### config.mk
export PLATFORM = sky130hd
export DESIGN_NAME = cpci_fifo
export DESIGN_NICKNAME = d
export VERILOG_FILES = /design/src/cpci_pkg.sv /design/src/cpci_fifo.sv
export SDC_FILE = /design/constraint.sdc
export NUM_CORES = 2
export LEC_CHECK = 0
export ABC_AREA = 1
export ABC_CLOCK_PERIOD_IN_PS = 22100
export BUFFER_PORTS_ARGS = -buffer_cell sky130_fd_sc_hd__buf_4
export CORE_MARGIN = 1
export CORE_UTILIZATION = 55
export DETAILED_ROUTE_END_ITERATION = 10
export PLACE_DENSITY_LB_ADDON = 0.3
export SYNTH_ARGS = -nofsm -noshare
export SYNTH_HDL_FRONTEND = slang
export SYNTH_SLANG_ARGS = --single-unit
export TNS_END_PERCENT = 100
### constraint.sdc
create_clock -name clk -period 22.1 [get_ports clk]
set_input_delay 0 -clock clk [delete_from_list [all_inputs] [get_ports clk]]
set_output_delay 0 -clock clk [all_outputs]
set_load 0.02 [all_outputs]
### src/cpci_pkg.sv
`timescale 1ns / 1ps
// ----------------------------------------------------------------------------
// cpci_pkg - shared types and constants for the circle pair impulse block
// Fixed-point format, queue sizing, item and result records, output clamp.
// ----------------------------------------------------------------------------
package cpci_pkg;

	localparam int FRAC_BITS  = 16;
	localparam int WORD_BITS  = 32;
	localparam int IN_BITS    = 288;
	localparam int OUT_BITS   = 4 * WORD_BITS;
	localparam int FIFO_DEPTH = 8;
	localparam int FIFO_AW    = $clog2(FIFO_DEPTH);

	// 1.0 in Q1.16, the clamp value of a normal component
	localparam logic [FRAC_BITS:0] NORM_ONE = (FRAC_BITS + 1)'(1) << FRAC_BITS;

	typedef struct packed {
		logic               overlap;
		logic               go;
		logic [63:0]        d2;
		logic               dx_neg;
		logic [31:0]        dx_mag;
		logic               dy_neg;
		logic [31:0]        dy_mag;
		logic signed [31:0] vx;
		logic signed [31:0] vy;
		logic [31:0]        ma;
		logic [31:0]        mb;
		logic [16:0]        e;
	} pair_t;

	typedef struct packed {
		logic                 overlap;
		logic                 impulse_valid;
		logic [WORD_BITS-1:0] pax;
		logic [WORD_BITS-1:0] pay;
		logic [WORD_BITS-1:0] pbx;
		logic [WORD_BITS-1:0] pby;
	} result_t;

	typedef struct packed {
		logic [FIFO_AW:0] level;
		logic             not_empty;
	} fifo_stat_t;

	// magnitude plus sign to a saturated two's complement word
	function automatic logic [WORD_BITS-1:0] sat_word(input logic [51:0] m, input logic neg);
		logic [51:0] half;
		half = 52'(1) << (WORD_BITS - 1);
		if (neg) begin
			if (m > half)
				sat_word = half[WORD_BITS-1:0];
			else
				sat_word = WORD_BITS'(52'(0) - m);
		end else begin
			if (m > half - 52'(1))
				sat_word = WORD_BITS'(half - 52'(1));
			else
				sat_word = WORD_BITS'(m);
		end
	endfunction

endpackage

### src/cpci_fifo.sv
`timescale 1ns / 1ps
// ----------------------------------------------------------------------------
// cpci_fifo - item queue between front and back
// Small register queue; the head is visible while not empty.
// ----------------------------------------------------------------------------
module cpci_fifo import cpci_pkg::*; (
	input  logic       clk,
	input  logic       arst_n,
	input  logic       push,
	input  pair_t      wr_item,
	input  logic       pop,
	output pair_t      head,
	output fifo_stat_t stat
);

	pair_t              mem_q [FIFO_DEPTH];
	logic [FIFO_AW-1:0] wr_q, rd_q;
	logic [FIFO_AW:0]   cnt_q;

	always_ff @(posedge clk or negedge arst_n) begin
		if (!arst_n) begin
			wr_q  <= '0;
			rd_q  <= '0;
			cnt_q <= '0;
		end else begin
			if (push)
				wr_q <= wr_q + 1'b1;
			if (pop)
				rd_q <= rd_q + 1'b1;
			case ({push, pop})
				2'b10:   cnt_q <= cnt_q + 1'b1;
				2'b01:   cnt_q <= cnt_q - 1'b1;
				default: cnt_q <= cnt_q;
			endcase
		end
	end

	always_ff @(posedge clk) begin
		if (push)
			mem_q[wr_q] <= wr_item;
	end

	assign head           = mem_q[rd_q];
	assign stat.level     = cnt_q;
	assign stat.not_empty = cnt_q != '0;

endmodule

* Word level (Yosys, flattened, before mapping)
Memories as Yosys holds them, arrays and structs flattened.
Index checks and enable logic that the tools add are counted.
W data, S select, Z words.
** Word-level totals
- Word-level logic and storage cells :: 15
- Bits of input ports :: 281
- Memories :: 1
- Output and inout bits :: 282
- Flip-flop bits (word level) :: 10
- RAM bits :: 2216
** Cells by class
- Equal/unequal tests :: 2
- Add/subtract/negate cells :: 4
- Muxes and demuxes :: 3
- Reductions and logical operators :: 2
** Memory list
- mem_q :: words 8, width 277, read ports 1, clocked after memory_dff 0, wr ports 1, RTL line cpci_fifo.sv:16 : pair_t mem_q [FIFO_DEPTH];
** Operators with widths (count)
- $pmux W4 S2 :: 1
- $add A3 B1 Y3 const B :: 2
- $add A4 B1 Y4 const B :: 1
- $reduce_bool A4 Y1 :: 1
- $sub A4 B1 Y4 const B :: 1
- $eq A2 B1 Y1 const B :: 1
- $eq A2 B2 Y1 const B :: 1
- $mux W1 :: 2
- $reduce_bool A2 Y1 :: 1

* Longest topological paths before layout
- Depth in word-level cells :: 2
- Depth in mapped cells :: 10
- Depth with buffers taken out :: 10

* Least setup slack after synthesis
No wires, ideal clock.
- Kind :: reg-to-reg
- Start point :: register wr_q[0]
- End point :: memory mem_q[0][0] (netlist bit), enable pin
- Stages on the path, launching flop included :: 3
- Setup time :: 0.920 ns
- Period minus slack after synthesis :: 13.125 ns
- Slack :: 8.975 ns
- Data required time :: 21.180 ns
- Arrival time :: 12.205 ns
- Buffers on the path :: 0
- Cell sequence :: dfrtp_1 > or2_2 > nor2_1
** RTL lines
- start: declaration :: RTL line cpci_fifo.sv:17 : logic [FIFO_AW-1:0] wr_q, rd_q;
- start signal: assignment :: RTL line cpci_fifo.sv:27 : wr_q <= wr_q + 1'b1;
- end: declaration :: RTL line cpci_fifo.sv:16
Straight into the memory's write port.

==> impl_metrics.csv <==
group,metric,value,unit
sta,tightest_slew,1.165,ns
yosys,synth.top_cells.by_area,"edfxtp_1, o21ai_0, nor2_1",
die,core_area,154000,µm²
die,die_area,156700,µm²
sta,fmax,166.8,MHz
routing,drt_wl_total,208400,µm
cts,insertion_delay,0.82,ns
yosys,synthTopCellsByCount,"edfxtp_1, nor2_1, o21ai_0",
grt,grt_overflow_total,0,
finish,n_fill_cell,10380,
yosys,synth-edff-count,2216,
setup_path,crit_type,"reg2out",
setup_path,reg2reg_depth,5,
cts,post_cts_buffers,0,
grt,grtUsageTotal,26.07,%
die,die_h,395.8,µm
die,start_util,55.38,%
power_and_ir_drop,powerDensity,134.8,nW/µm²
yosys,synth_top_cell_by_area,"edfxtp_1",
setup_path,crit_fanout,321,
setup_path,cpLargestDelayFamily,"buffers and inverters",
sta,drv_slew,0,
cts,cts_tree,"yes",
yosys,synth_seq_cells,2226,
cts,cts_buffers,211,
die,io_pins,563,
job,drv_cap,0,
sta,fin_crit,5.995,ns
routing,wl_per_cell,21.83,µm
cts,clock_sinks,2226,
yosys,yosys.area.top_type_share,78.01,%
finish,area_delta_synth_final,21.06,%
yosys,async_reset_ff_share,0.4492,%
grt,grt_pass1_vias,54200,
sta,relSlewSlack,22.34,%
routing,avgViaCountPerCell,5.806,
outcome,status,"finished, final reports clean",
power_and_ir_drop,power,0.01392,W
setup_path,cp_slowest_cell,"buf_4",
yosys,synthCells,6324,
sta,finalSetupTns,0,ns
setup_path,worstReg2RegStart,"wr_q[0]$_DFFE_PN0P_",
setup_path,crit_required,22.10,ns
setup_path,cpMostUsedCell,"buf_4",
sta,clock_skew,0.03166,ns
finish,nets,7576,
power_and_ir_drop,p_leak,35.63,nW
finish,final_layout_size_suffix_gt1_share,12.48,%
setup_path,critPathCaptureType,"output port",
routing,drtAntennaViolNets,0,
yosys,syn_nets,6610,
yosys,syn_area_per_cell,13.49,µm²
min_path,min_to,"mem_q[1][96]$_DFFE_PP_",
setup_path,cp.arrival,6.00,ns
placed_design,dpl.hpwl,101400,µm
yosys,synth.most_common_cell,"edfxtp_1",
routing,drc,0,
cts,path_clk_slew,0.06,ns
sta,rsz0062_at_grt,"false",
yosys,ys_seq_area_share,78.30,%
yosys,yosys_warnings,0,
routing,drtIter0Drc,5369,
setup_path,timing.rr.end,"mem_q[5][122]$_DFFE_PP_",
setup_path,cp-start-kind,"flip-flop",
yosys,synth_ff_type,"edfxtp_1",
min_path,hold_depth,2,
setup_path,slowest_delay,0.86,ns
cts,root_buffer,"clkbuf_16",
grt,antenna_found_initial,30,
grt,grt_max_degree,322,
routing,vias,55430,
cts,clk_path_buf_depth,3,
grt,grt_pass1_wl,314900,µm
setup_path,crit_chain,"clkinv_16 > buf_4 > buf_4 > buf_4 > nor2_1 > o22ai_1 > nand2_1 > nand2_1 > buf_4",
placed_design,gp_congestion,0.7796,
yosys,ys_types,21,
yosys,syn_area,85310,µm²
die,die_x,395.8,µm
routing,dr.pass1.iters,5,
die,core.rowCount,144,
setup_path,crit_buf_inv,5,
min_path,hold_start,"wr_item[96]",
sta,hold_viol,0,
sta,setup_violations,0,
placed_design,port_buffers,562,
min_path,hold_path_class,"in2reg",
sta,fin_crit_sh,27.13,%
power_and_ir_drop,peakVddDrop,0.0001591,V
cts,ctsHtreeMaxLevel,4,
setup_path,reg2reg_slack,17.63,ns
cts,post_cts_resize_count,0,
[placed cells by master, fill, tap and decap left out]
master	n
bufinv_16	16
clkinvlp_4	3
clkinv_2	37
a21oi_1	1
inv_16	2
dfrtp_4	3
clkinv_8	1
xor2_1	4
dfrtp_1	7
nand2_1	852
xnor2_1	2
nor2_1	1111
o21ai_1	11
inv_1	11
clkbuf_1	50
or2_2	1
inv_8	2
inv_6	4
o21ai_0	1102
clkinv_4	3
diode_2	30
nand3_1	4
dlygate4sd3_1	549
clkbuf_16	215
buf_4	623
ha_1	5
edfxtp_1	2216
buf_12	10
nor2_4	8
clkinv_16	5
o22ai_1	554
clkinv_1	61
[flip-flops by register name (all words and copies together), names as in the netlist]
register	count
mem_q	2216
cnt_q	4
wr_q	3
rd_q	3
[per-stage QoR]
stage	setup WS, ns	hold slack [ns]	util (%)	instances	instance area (µm²)
detailed placement	17.17	-0.1562	59.06	8572	90970
floorplan	8.975	-0.2956	-	6324	85310
global placement	17.24	-0.1565	59.06	8572	90970
global route	15.73	0.01533	67.01	9530	103200
CTS	16.24	0.0004441	66.98	9516	103200
finish	16.10	0.05713	67.04	9547	103300
[power breakdown]
part           switching [W]  leakage [nW]  internal [W]  total, W
clock                0.00153          3.28       0.00197   0.00350
sequential          0.000125          20.3       0.00511   0.00524
combinational        0.00359          12.1       0.00160   0.00518
[routing by layer]
layer | wire (µm) | track usage [%] | part of all wire (%) | up-vias
met5 | 144 | 0 | 0.069 | -
li1 | - | - | - | 25270
met2 | 102900 | 42.92 | 49 | 2318
met4 | 5788 | 9.156 | 2.8 | 24
met3 | 17270 | 5.141 | 8.3 | 389
met1 | 82370 | 34.78 | 40 | 27430
[worst max-delay path by stage]
stage	start	end	depth (start not counted)
2_1_floorplan	wr_q[0]$_DFFE_PN0P_	mem_q[0][0]$_DFFE_PP_	2
3_3_place_gp	rd_q[0]$_DFFE_PN0P_	head[106]	9
3_5_place_dp	rd_q[0]$_DFFE_PN0P_	head[106]	9
4_1_cts	rd_q[0]$_DFFE_PN0P_	head[106]	9
5_1_grt	rd_q[0]$_DFFE_PN0P_	head[77]	9
6_report	rd_q[0]$_DFFE_PN0P_	head[31]	9
[worst reg2reg max path, delay by kind of cell, from the launching register on]
kind	cells	cell delay, ns
and+or+nand+nor	2	1.10
buffers and inverters	3	2.54
DFF	1	0.39
[layout make-up]
class / count / area (µm²) / share of cell area [%]
antenna: 30 / 75.07 / 0.07270
tap: 2044 / 2557 / 2.477
sequential: 2226 / 66810 / 64.69
clock inverter: 131 / 1155 / 1.118
inverter: 14 / 93.84 / 0.09087
timing repair buffer: 1182 / 10370 / 10.04
clock buffer: 265 / 5568 / 5.392
multi-input combinational: 3655 / 16640 / 16.11
[repair_timing]
action,4_1_cts,5_1_grt
setup endpoints to repair,0,0
hold endpoints to repair,2248,8
hold buffers,548,1
[cells by family (layout without fill, tap and decap cells)]
family	after synthesis	after routing	share of synthesized area, %
buffers and inverters	443	1592	2.263
other	0	30	0
DFF	2226	2226	78.30
and+or+nand+nor	1976	1976	8.704
AOI/OAI and AO/OA	1668	1668	10.60
adders and majority gates	5	5	0.07334
xor gates and xnor gates	6	6	0.06160
No activity file was read; power rests on OpenSTA's default activity.
